--- src/irclt_pkg.sv ---
// irclt_pkg: shared types and constants for the irc line tokenizer
// no dependencies; used by irc_line_tokenizer_top

package irclt_pkg;

   localparam int MAX_FIELDS    = 64;
   localparam int IDX_W         = 6;
   localparam int FIELD_CAP_INT = (MAX_FIELDS - 1 < 63) ? MAX_FIELDS - 1 : 63;
   localparam logic [IDX_W-1:0] FIELD_CAP = IDX_W'(FIELD_CAP_INT);

   localparam logic [7:0] CH_AT    = 8'h40;
   localparam logic [7:0] CH_SEMI  = 8'h3B;
   localparam logic [7:0] CH_EQ    = 8'h3D;
   localparam logic [7:0] CH_COLON = 8'h3A;
   localparam logic [7:0] CH_SPACE = 8'h20;

   typedef enum logic [3:0] {
      PH_START      = 4'd0,
      PH_TAGS       = 4'd1,
      PH_SKIP_LEAD  = 4'd2,
      PH_PREFIX     = 4'd3,
      PH_SKIP_CMD   = 4'd4,
      PH_COMMAND    = 4'd5,
      PH_SKIP_PARAM = 4'd6,
      PH_MIDDLE     = 4'd7,
      PH_TRAILING   = 4'd8
   } phase_type;

   typedef enum logic [2:0] {
      KIND_DROP   = 3'd0,
      KIND_KEY    = 3'd1,
      KIND_VALUE  = 3'd2,
      KIND_PREFIX = 3'd3,
      KIND_CMD    = 3'd4,
      KIND_MIDDLE = 3'd5,
      KIND_TRAIL  = 3'd6
   } kind_type;

   localparam logic [1:0] EQ_NONE = 2'd0;
   localparam logic [1:0] EQ_ONE  = 2'd1;
   localparam logic [1:0] EQ_MORE = 2'd2;

   typedef struct packed {
      logic [7:0]       out_ch;
      kind_type         kind;
      logic [IDX_W-1:0] field_index;
      logic             field_first;
      logic             end_of_line;
      logic             malformed;
   } rsp_type;

endpackage

--- src/irc_line_tokenizer_top.sv ---
// irc_line_tokenizer_top: labels each byte of an irc line with its field
// depends on irclt_pkg
// each accepted word's result is registered in the output or skid register
// one word per cycle while req_tready is high; the line state updates in one step per byte
// a skid register holds one result while the output is stalled, so req_tready is registered
// reset (synchronous, active high) returns to line start and empties the output stages

module irc_line_tokenizer_top (
   input  logic        clock,
   input  logic        reset,
   input  logic        req_tvalid,
   output logic        req_tready,
   input  logic [7:0]  req_tdata,   // ch
   input  logic        req_tlast,   // line_last
   output logic        rsp_tvalid,
   input  logic        rsp_tready,
   output logic [23:0] rsp_tdata,   // out_ch[7:0], kind[10:8], field_index[16:11], zero fill
   output logic [1:0]  rsp_tuser,   // field_first[0], malformed[1]
   output logic        rsp_tlast    // end_of_line
);

   irclt_pkg::phase_type               phase_ff, phase_in, phase_step;
   logic [irclt_pkg::IDX_W-1:0]        idx_ff, idx_in, idx_step;
   logic [1:0]                         eq_ff, eq_in, eq_step;
   logic                               pend_ff, pend_in;

   irclt_pkg::rsp_type                 res_in;
   irclt_pkg::rsp_type                 out_ff, skid_ff;
   logic                               out_valid_ff, skid_valid_ff;
   logic                               accept;
   irclt_pkg::kind_type                kind;
   logic [irclt_pkg::IDX_W-1:0]        idx_bump;

   assign req_tready = ~skid_valid_ff;
   assign accept     = req_tvalid & req_tready;
   assign idx_bump   = (idx_ff < irclt_pkg::FIELD_CAP) ? idx_ff + 1'b1 : idx_ff;

   // next line state for the byte on the input
   always_comb begin
      phase_step = phase_ff;
      idx_step   = idx_ff;
      eq_step    = eq_ff;
      kind       = irclt_pkg::KIND_DROP;
      unique case (phase_ff)
         irclt_pkg::PH_TAGS: begin
            if (req_tdata == irclt_pkg::CH_SEMI) begin
               idx_step = idx_bump;
               eq_step  = irclt_pkg::EQ_NONE;
            end else if (req_tdata == irclt_pkg::CH_SPACE) begin
               phase_step = irclt_pkg::PH_SKIP_LEAD;
               idx_step   = '0;
               eq_step    = irclt_pkg::EQ_NONE;
            end else if (req_tdata == irclt_pkg::CH_EQ) begin
               eq_step = (eq_ff == irclt_pkg::EQ_NONE) ? irclt_pkg::EQ_ONE
                                                       : irclt_pkg::EQ_MORE;
            end else if (eq_ff == irclt_pkg::EQ_NONE) begin
               kind = irclt_pkg::KIND_KEY;
            end else if (eq_ff == irclt_pkg::EQ_ONE) begin
               kind = irclt_pkg::KIND_VALUE;
            end
         end
         irclt_pkg::PH_SKIP_LEAD: begin
            if (req_tdata == irclt_pkg::CH_COLON) begin
               phase_step = irclt_pkg::PH_PREFIX;
            end else if (req_tdata != irclt_pkg::CH_SPACE) begin
               phase_step = irclt_pkg::PH_COMMAND;
               kind       = irclt_pkg::KIND_CMD;
            end
         end
         irclt_pkg::PH_PREFIX: begin
            if (req_tdata == irclt_pkg::CH_SPACE) begin
               phase_step = irclt_pkg::PH_SKIP_CMD;
            end else begin
               kind = irclt_pkg::KIND_PREFIX;
            end
         end
         irclt_pkg::PH_SKIP_CMD: begin
            if (req_tdata != irclt_pkg::CH_SPACE) begin
               phase_step = irclt_pkg::PH_COMMAND;
               kind       = irclt_pkg::KIND_CMD;
            end
         end
         irclt_pkg::PH_COMMAND: begin
            if (req_tdata == irclt_pkg::CH_SPACE) begin
               phase_step = irclt_pkg::PH_SKIP_PARAM;
               idx_step   = '0;
            end else begin
               kind = irclt_pkg::KIND_CMD;
            end
         end
         irclt_pkg::PH_SKIP_PARAM: begin
            if (req_tdata == irclt_pkg::CH_COLON) begin
               phase_step = irclt_pkg::PH_TRAILING;
            end else if (req_tdata != irclt_pkg::CH_SPACE) begin
               phase_step = irclt_pkg::PH_MIDDLE;
               kind       = irclt_pkg::KIND_MIDDLE;
            end
         end
         irclt_pkg::PH_MIDDLE: begin
            if (req_tdata == irclt_pkg::CH_SPACE) begin
               phase_step = irclt_pkg::PH_SKIP_PARAM;
               idx_step   = idx_bump;
            end else begin
               kind = irclt_pkg::KIND_MIDDLE;
            end
         end
         irclt_pkg::PH_TRAILING: begin
            kind = irclt_pkg::KIND_TRAIL;
         end
         default: begin
            if (req_tdata == irclt_pkg::CH_AT) begin
               phase_step = irclt_pkg::PH_TAGS;
               idx_step   = '0;
               eq_step    = irclt_pkg::EQ_NONE;
            end else if (req_tdata == irclt_pkg::CH_COLON) begin
               phase_step = irclt_pkg::PH_PREFIX;
            end else if (req_tdata == irclt_pkg::CH_SPACE) begin
               phase_step = irclt_pkg::PH_SKIP_LEAD;
            end else begin
               phase_step = irclt_pkg::PH_COMMAND;
               kind       = irclt_pkg::KIND_CMD;
            end
         end
      endcase

      if (req_tlast) begin
         phase_in = irclt_pkg::PH_START;
         idx_in   = '0;
         eq_in    = irclt_pkg::EQ_NONE;
         pend_in  = 1'b1;
      end else begin
         phase_in = phase_step;
         idx_in   = idx_step;
         eq_in    = eq_step;
         pend_in  = (kind == irclt_pkg::KIND_DROP);
      end
   end

   // result word for the byte on the input
   always_comb begin
      res_in.out_ch      = req_tdata;
      res_in.kind        = kind;
      res_in.field_index = '0;
      res_in.field_first = 1'b0;
      res_in.end_of_line = req_tlast;
      res_in.malformed   = req_tlast && ((phase_step == irclt_pkg::PH_TAGS) ||
                                         (phase_step == irclt_pkg::PH_PREFIX));
      if (kind != irclt_pkg::KIND_DROP) begin
         res_in.field_first = pend_ff;
         if (kind == irclt_pkg::KIND_KEY || kind == irclt_pkg::KIND_VALUE ||
             kind == irclt_pkg::KIND_MIDDLE || kind == irclt_pkg::KIND_TRAIL) begin
            res_in.field_index = idx_step;
         end
      end
   end

   // line state
   always_ff @(posedge clock) begin
      if (reset) begin
         phase_ff <= irclt_pkg::PH_START;
         idx_ff   <= '0;
         eq_ff    <= irclt_pkg::EQ_NONE;
         pend_ff  <= 1'b1;
      end else if (accept) begin
         phase_ff <= phase_in;
         idx_ff   <= idx_in;
         eq_ff    <= eq_in;
         pend_ff  <= pend_in;
      end
   end

   // output register with skid
   always_ff @(posedge clock) begin
      if (reset) begin
         out_valid_ff  <= 1'b0;
         skid_valid_ff <= 1'b0;
      end else if (!out_valid_ff || rsp_tready) begin
         if (skid_valid_ff) begin
            out_valid_ff  <= 1'b1;
            skid_valid_ff <= 1'b0;
         end else begin
            out_valid_ff  <= accept;
         end
      end else if (accept) begin
         skid_valid_ff <= 1'b1;
      end
   end

   always_ff @(posedge clock) begin
      if (!out_valid_ff || rsp_tready) begin
         out_ff <= skid_valid_ff ? skid_ff : res_in;
      end else if (accept) begin
         skid_ff <= res_in;
      end
   end

   assign rsp_tvalid = out_valid_ff;
   assign rsp_tdata  = {7'b0, out_ff.field_index, out_ff.kind, out_ff.out_ch};
   assign rsp_tuser  = {out_ff.malformed, out_ff.field_first};
   assign rsp_tlast  = out_ff.end_of_line;

   a_skid_needs_out: assert property (@(posedge clock) disable iff (reset)
      skid_valid_ff |-> out_valid_ff)
      else $error("skid holds a word while the output register is empty");

   a_mal_on_last: assert property (@(posedge clock) disable iff (reset)
      (rsp_tvalid && rsp_tuser[1]) |-> rsp_tlast)
      else $error("malformed flag away from end of line");

   a_first_labeled: assert property (@(posedge clock) disable iff (reset)
      (rsp_tvalid && rsp_tuser[0]) |-> (rsp_tdata[10:8] != irclt_pkg::KIND_DROP))
      else $error("field start on a dropped byte");

   a_line_restart: assert property (@(posedge clock) disable iff (reset)
      (accept && req_tlast) |=> (phase_ff == irclt_pkg::PH_START && pend_ff))
      else $error("line state not cleared after last byte");

endmodule
--- config.mk ---
export PLATFORM = sky130hd
export DESIGN_NAME = irc_line_tokenizer_top
export DESIGN_NICKNAME = d
export VERILOG_FILES = /design/src/irclt_pkg.sv /design/src/irc_line_tokenizer_top.sv
export SDC_FILE = /design/constraint.sdc
export NUM_CORES = 1
export LEC_CHECK = 0
export ABC_AREA = 1
export BUFFER_PORTS_ARGS = -buffer_cell sky130_fd_sc_hd__buf_2
export CAP_MARGIN = 20
export CORE_AREA = 2 2 63 110
export DETAILED_ROUTE_END_ITERATION = 16
export DIE_AREA = 0 0 65 112
export HOLD_SLACK_MARGIN = 0.08
export PLACE_DENSITY = 0.75
export SETUP_SLACK_MARGIN = 0.1
export SYNTH_ARGS = -nofsm -noshare
export SYNTH_HDL_FRONTEND = slang
export SYNTH_SLANG_ARGS = --single-unit
--- constraint.sdc ---
create_clock -name clock -period 2.4 [get_ports clock]
set_clock_uncertainty 0.1 [all_clocks]
set_input_delay 0.36 -clock clock [delete_from_list [all_inputs] [get_ports clock]]
set_output_delay 0.36 -clock clock [all_outputs]
set_load 0.02 [all_outputs]
==> impl_metrics.env, run 1 <==
export IMPL_cts_root_buffer="clkbuf_16"
export IMPL_diodes=0
export IMPL_min_path_type="primary input to flip-flop"
export IMPL_path_max_fanout=8
export IMPL_setup_worst_path_start="idx_ff[1]"
export IMPL_viasPerCell=5.39
export IMPL_htreeDepth=2
export IMPL_status="completed"
export IMPL_netlist_instances=418
export IMPL_cts_tree="built"
export IMPL_path_clk_slew_ns=0.07
export IMPL_std_cell_rows=39
export IMPL_final_setup_viol_count=0
export IMPL_rsz0062_at_grt="no"
export IMPL_instances_no_fill=537
export IMPL_mappedNetlistArea_um2=3320
export IMPL_die_height_um=112
export IMPL_cpPeakStageDelay_ns=0.45
export IMPL_min_from="req_tdata[7]"
export IMPL_tritoncts_num_buffers=5
export IMPL_crit_arrival_ns=2.07
export IMPL_wire_per_inst_um=14.7
export IMPL_grt_ovfl_total=0
export IMPL_crit_type="flip-flop to flip-flop"
export IMPL_yosysWarnings=0
export IMPL_fillCellCount=562
export IMPL_critPathBufInv=0
export IMPL_grt_pass1_wl_mm=13.5
export IMPL_drtIter0Drc=221
export IMPL_period_share=0.884
export IMPL_cts_post_setup_buffers_inserted=0
export IMPL_path_common_cell="nand3_1"
export IMPL_clockBufferDepth=2
export IMPL_cts_repair_resize_count=0
export IMPL_placed_cell_area_um2=3580
export IMPL_hold_viol=0
export IMPL_finalCriticalPeriod_ns=2.12
export IMPL_worst_ep_required_time_ns=2.35
export IMPL_drc=0
export IMPL_first_pass_iters=7
export IMPL_crit_family="simple AND/OR/NAND/NOR gates"
export IMPL_synth_distinct_cells=39
export IMPL_slew_viol_final=0
export IMPL_cp_end_kind="flip-flop"
export IMPL_fin_total_pwr_uw=2400
export IMPL_ys_ff_latch=55
export IMPL_grt_max_degree=24
export IMPL_start_util=0.520
export IMPL_drv_cap=0
export IMPL_p_per_area_nw_per_um2=636
export IMPL_hpwl_mm=5.90
export IMPL_antenna_found_initial=0
export IMPL_leakagePower_uw=0.00164
export IMPL_coreArea_um2=6390
export IMPL_io_buffers=34
export IMPL_dp_cells=529
export IMPL_clock_sinks=55
export IMPL_multi_input_area_um2=1560
export IMPL_wirelength_mm=7.87
export IMPL_ios=42
export IMPL_timing_rr_start="idx_ff[1]"
export IMPL_area_growth_pct=13.4
export IMPL_cp_slowest_cell="dfxtp_1"
export IMPL_final_nets=468
export IMPL_grt_use_total=0.237
export IMPL_vias=2897
export IMPL_ys_seq_area_frac=0.452
export IMPL_drtAntennaViolNets=0
export IMPL_cp_start_kind="flip-flop"
export IMPL_max_freq_mhz=471
export IMPL_die_area_um2=7280
export IMPL_final_common_cell="nand2_1"
export IMPL_layout_common_cells="nand2_1 (120), nand3_1 (47), edfxtp_1 (40)"
export IMPL_tns_ns=0
export IMPL_clock_latency_ns=0.29
export IMPL_regArea_um2=1500
export IMPL_cts_hold_buf=0
export IMPL_place_congestion=0.961
export IMPL_dieWidth_um=65
export IMPL_ir_worst_vdd_v=0.000254
export IMPL_cp_cell_sequence="ha_1 -> nand3_1 -> nor2_2 -> nand2_2 -> nand2_1 -> nand3_1 -> nand3_1 -> nand3_1 -> nand4_1 -> nand2_1"
export IMPL_post_route_cell_area_um2=3770
export IMPL_grt_pass1_vias=2887
export IMPL_syn_avg_cell_area_um2=7.95
export IMPL_drive_gt1_frac=0.229
-- worst paths after layout --
check             slack (ns)       endpoint  cells after the start
setup / recovery        0.28  rsp_tdata[12]                     10
hold / removal          0.16    skid_ff[19]                      1
setup reg to reg        0.28  rsp_tdata[12]                     10
hold reg to reg         0.42        pend_ff                      2
-- cells by family (layout without fill, tap and decap cells) --
kind of cell               count (synthesis)  count (layout)  share of synthesized area
xor gates and xnor gates                   1               1                    0.00264
other                                      1               7                    0.00113
buffers and inverters                     64              95                     0.0870
and+or+nand+nor                          248             248                      0.368
AOI/OAI and AO/OA                         48              48                     0.0859
DFF                                       55              55                      0.452
adders and majority gates                  1               1                    0.00377
-- registers in the layout (all words and copies together) (netlist names) --
name           flops
eq_ff              2
idx_ff             6
pend_ff            1
phase_ff           4
rsp_tdata         17
rsp_tlast          1
rsp_tuser          2
rsp_tvalid         1
skid_ff           20
skid_valid_ff      1
-- cell usage after synthesis --
cell        n  area share
nand2_1   120        0.14
nor3_1      2      0.0030
nor4_1      1      0.0019
o21ai_1     7       0.011
nor2_4      4       0.014
o21a_1      1      0.0023
nor2_1     32       0.036
buf_2       3      0.0045
a21boi_1    1      0.0023
nor3_2      1      0.0030
conb_1      1      0.0011
a31oi_1     2      0.0038
ha_1        1      0.0038
buf_4       9       0.020
nand3_1    47       0.071
o21ai_4     1      0.0049
nand4_1    10       0.019
edfxtp_1   40        0.36
a211oi_1    1      0.0023
and3_1      1      0.0019
clkinv_2    1      0.0015
nand3_2     5       0.015
a21oi_1    13       0.020
inv_4       1      0.0019
nand4_4     2       0.013
clkbuf_1    7      0.0079
a21oi_2     4       0.011
a31oi_2     1      0.0038
o22ai_1     1      0.0019
nand2_4     4       0.014
nand2_2     7       0.013
nand4_2     3       0.011
inv_2      10       0.011
xnor2_1     1      0.0026
nor2_2      9       0.017
o21ai_0    16       0.024
buf_6       1      0.0034
inv_1      32       0.036
dfxtp_1    15       0.090
-- through the flow --
step / utilization / hold slack, ns / worst slack (ns)
final: 0.590 / 0.163 / 0.278
after floorplan: - / 0.329 / 0.414
after CTS: 0.590 / 0.157 / 0.300
after detailed placement: 0.560 / 0.395 / 0.248
after global routing: 0.590 / 0.162 / 0.107
after global placement: 0.560 / 0.388 / 0.292
-- final cells by class --
type	instances	area share
Clock buffer	6	0.0342
Clock inverter	2	0.0159
Inverter	44	0.0448
Multi-Input combinational cell	305	0.413
Sequential cell	55	0.398
Tap cell	82	0.0272
Timing Repair Buffer	43	0.0664
-- routing by layer --
layer	track usage	routed length (µm)	up-vias
met3	0.0374	351	24
met4	0.111	309	0
met1	0.263	2990	1324
li1	-	-	1451
met2	0.430	4220	98
met5	0	0	-
-- worst register-to-register path, stage by stage (launching register included) --
cell and delay (ns):
dfxtp_1 0.45, ha_1 0.22, nand3_1 0.12, nor2_2 0.20
nand2_2 0.15, nand2_1 0.11, nand3_1 0.07, nand3_1 0.08
nand3_1 0.16, nand4_1 0.15, nand2_1 0.07
-- where the power goes --
group          total (µW)  switching (µW)  internal [µW]  leakage, µW
combinational         376             261            114      0.00103
clock                 923             325            598    0.0000911
sequential           1100            23.2           1080     0.000521
total                2400             609           1790      0.00164
Note: power is estimated with default switching activity, not from simulation.
==> run 2, diff against run 1 <==
Settings changed: PLACE_DENSITY 0.75 to 0.77.
==> run 2 against run 1 <==
Net effect: setup slack improved by 0.012 ns; power fell by 3.8%; sequential share of layout area rose by 0.26 points; maximum frequency rose by 0.57%; utilization fell by 0.33 points; count of clock-buffer cells in the layout did not move; critical path type unchanged.
==> impl_metrics.env, run 2 (synthesis results as in run 1) <==
export IMPL_die_area_um2=7280
export IMPL_cts_hold_buf=0
export IMPL_regMostFlops="skid_ff"
export IMPL_path_max_fanout=9
export IMPL_place_worst_setup_slack_ns=0.281
export IMPL_viasPerCell=5.60
export IMPL_status="completed"
export IMPL_cp_end_kind="flip-flop"
export IMPL_hold_viol=0
export IMPL_tns_ns=0
export IMPL_antenna_found_initial=0
export IMPL_finalCriticalPeriod_ns=2.11
export IMPL_cts_tree="built"
export IMPL_vias=3005
export IMPL_r2r_end="rsp_tuser[0]"
export IMPL_grt_pass1_vias=2894
export IMPL_grt_use_total=0.234
export IMPL_power_frac_comb=0.166
export IMPL_final_setup_viol_count=0
export IMPL_final_nets=468
export IMPL_clock_latency_ns=0.29
export IMPL_diodes=0
export IMPL_std_cell_rows=39
export IMPL_first_pass_iters=5
export IMPL_ios=42
export IMPL_setup_worst_path_end="rsp_tuser[0]"
export IMPL_die_height_um=112
export IMPL_area_growth_pct=12.8
export IMPL_setup_ws_ns=0.290
export IMPL_clock_sinks=55
export IMPL_ir_worst_vdd_v=0.000277
export IMPL_timing_rr_start="phase_ff[1]"
export IMPL_sequentialPowerShare=0.476
export IMPL_swShare=0.270
export IMPL_use_met2=0.416
export IMPL_p_per_area_nw_per_um2=615
export IMPL_io_buffers=34
export IMPL_drv_cap=0
export IMPL_worst_ep_required_time_ns=2.35
export IMPL_path_clk_slew_ns=0.07
export IMPL_dp_cells=529
export IMPL_final_common_cell="nand2_1"
export IMPL_crit_arrival_ns=2.06
export IMPL_drtAntennaViolNets=0
export IMPL_drc=0
export IMPL_reg2reg_depth=10
export IMPL_slew_viol_final=0
export IMPL_start_util=0.520
export IMPL_max_freq_mhz=474
export IMPL_grt_ovfl_total=0
export IMPL_crit_type="flip-flop to flip-flop"
export IMPL_cts_post_setup_buffers_inserted=0
export IMPL_grt_pass1_wl_mm=13.2
export IMPL_use_met3=0.0303
export IMPL_layout_common_cells="nand2_1 (120), nand3_1 (47), edfxtp_1 (40)"
export IMPL_cts_root_buffer="clkbuf_16"
export IMPL_instances_no_fill=537
export IMPL_rsz0062_at_grt="no"
export IMPL_cp_start_kind="flip-flop"
export IMPL_clockPowerShare=0.358
export IMPL_tritoncts_num_buffers=5
export IMPL_drtIter0Drc=258
export IMPL_cts_repair_resize_count=0
export IMPL_place_congestion=0.950
export IMPL_wirelength_mm=8.10
export IMPL_leakagePower_uw=0.00163
export IMPL_largest_register_ffs=20
export IMPL_fin_total_pwr_uw=2310
export IMPL_grtUsageMet1=0.243
export IMPL_busiest_layer="met2"
export IMPL_wire_per_inst_um=15.1
export IMPL_htreeDepth=2
export IMPL_min_path_type="primary input to flip-flop"
export IMPL_p_sw_uw=622
export IMPL_coreArea_um2=6390
export IMPL_period_share=0.879
export IMPL_clockBufferDepth=2
export IMPL_reg2reg_slack_ns=0.29
export IMPL_hpwl_mm=5.87
export IMPL_intPower_uw=1680
export IMPL_drive_gt1_frac=0.231
export IMPL_dieWidth_um=65
export IMPL_setup_worst_path_start="phase_ff[1]"
export IMPL_grt_max_degree=33
[run 2: cell types whose count changed in the layout (fill, tap and decap cells not counted), sizes merged]
cell,before,now
bufinv,2,1
clkinvlp,0,1
[run 2: power groups by stage]
stage	clock network, µW	registers (µW)	logic, µW
floorplan	0	1160	228
global placement	0	1120	365
detailed placement	0	1120	372
CTS	833	1100	378
global route	867	1100	415
finish	826	1100	382
[run 2: metal layers]
layer | wire length [µm] | part of all wire
met5 | 0 | 0
met4 | 493 | 0.061
met3 | 413 | 0.051
met2 | 4230 | 0.52
met1 | 2960 | 0.37
[run 2: worst max-delay path: stages, from the launching register on]
cell and delay [ns]:
dfxtp_1 0.42, nor2_2 0.16, nand3_2 0.23, nand4_4 0.22
inv_2 0.14, nor2_2 0.15, nand3_2 0.11, nand2_2 0.11
nand2_2 0.07, nand3_1 0.08, nand2_1 0.06
[run 2: layout make-up]
type	instances	area, µm²
multi-input cells	305	1560
inverters	44	169
clock buffers	6	129
fillers	579	2650
well taps	82	103
flip-flops and latches	55	1500
clock inverters	2	37.5
repair buffers	43	250
[run 2: worst min path at each step]
stage                     slack (ns)  cells past startpoint            end          from
after global routing            0.14                      1    skid_ff[19]  req_tdata[7]
after detailed placement        0.41                      2  rsp_tdata[14]    skid_ff[6]
final                           0.15                      1    skid_ff[19]  req_tdata[7]
after CTS                       0.15                      1    skid_ff[19]  req_tdata[7]
after floorplan                 0.33                      1     rsp_tvalid         reset
after global placement          0.40                      2   rsp_tuser[1]    skid_ff[0]
[run 2: metrics by stage]
step	cell area, µm²	utilization	hold WS [ns]
after global placement	3580	0.560	0.402
after global routing	3750	0.586	0.144
after CTS	3750	0.586	0.152
after detailed placement	3580	0.560	0.406
after floorplan	3350	-	0.329
final	3750	0.586	0.153
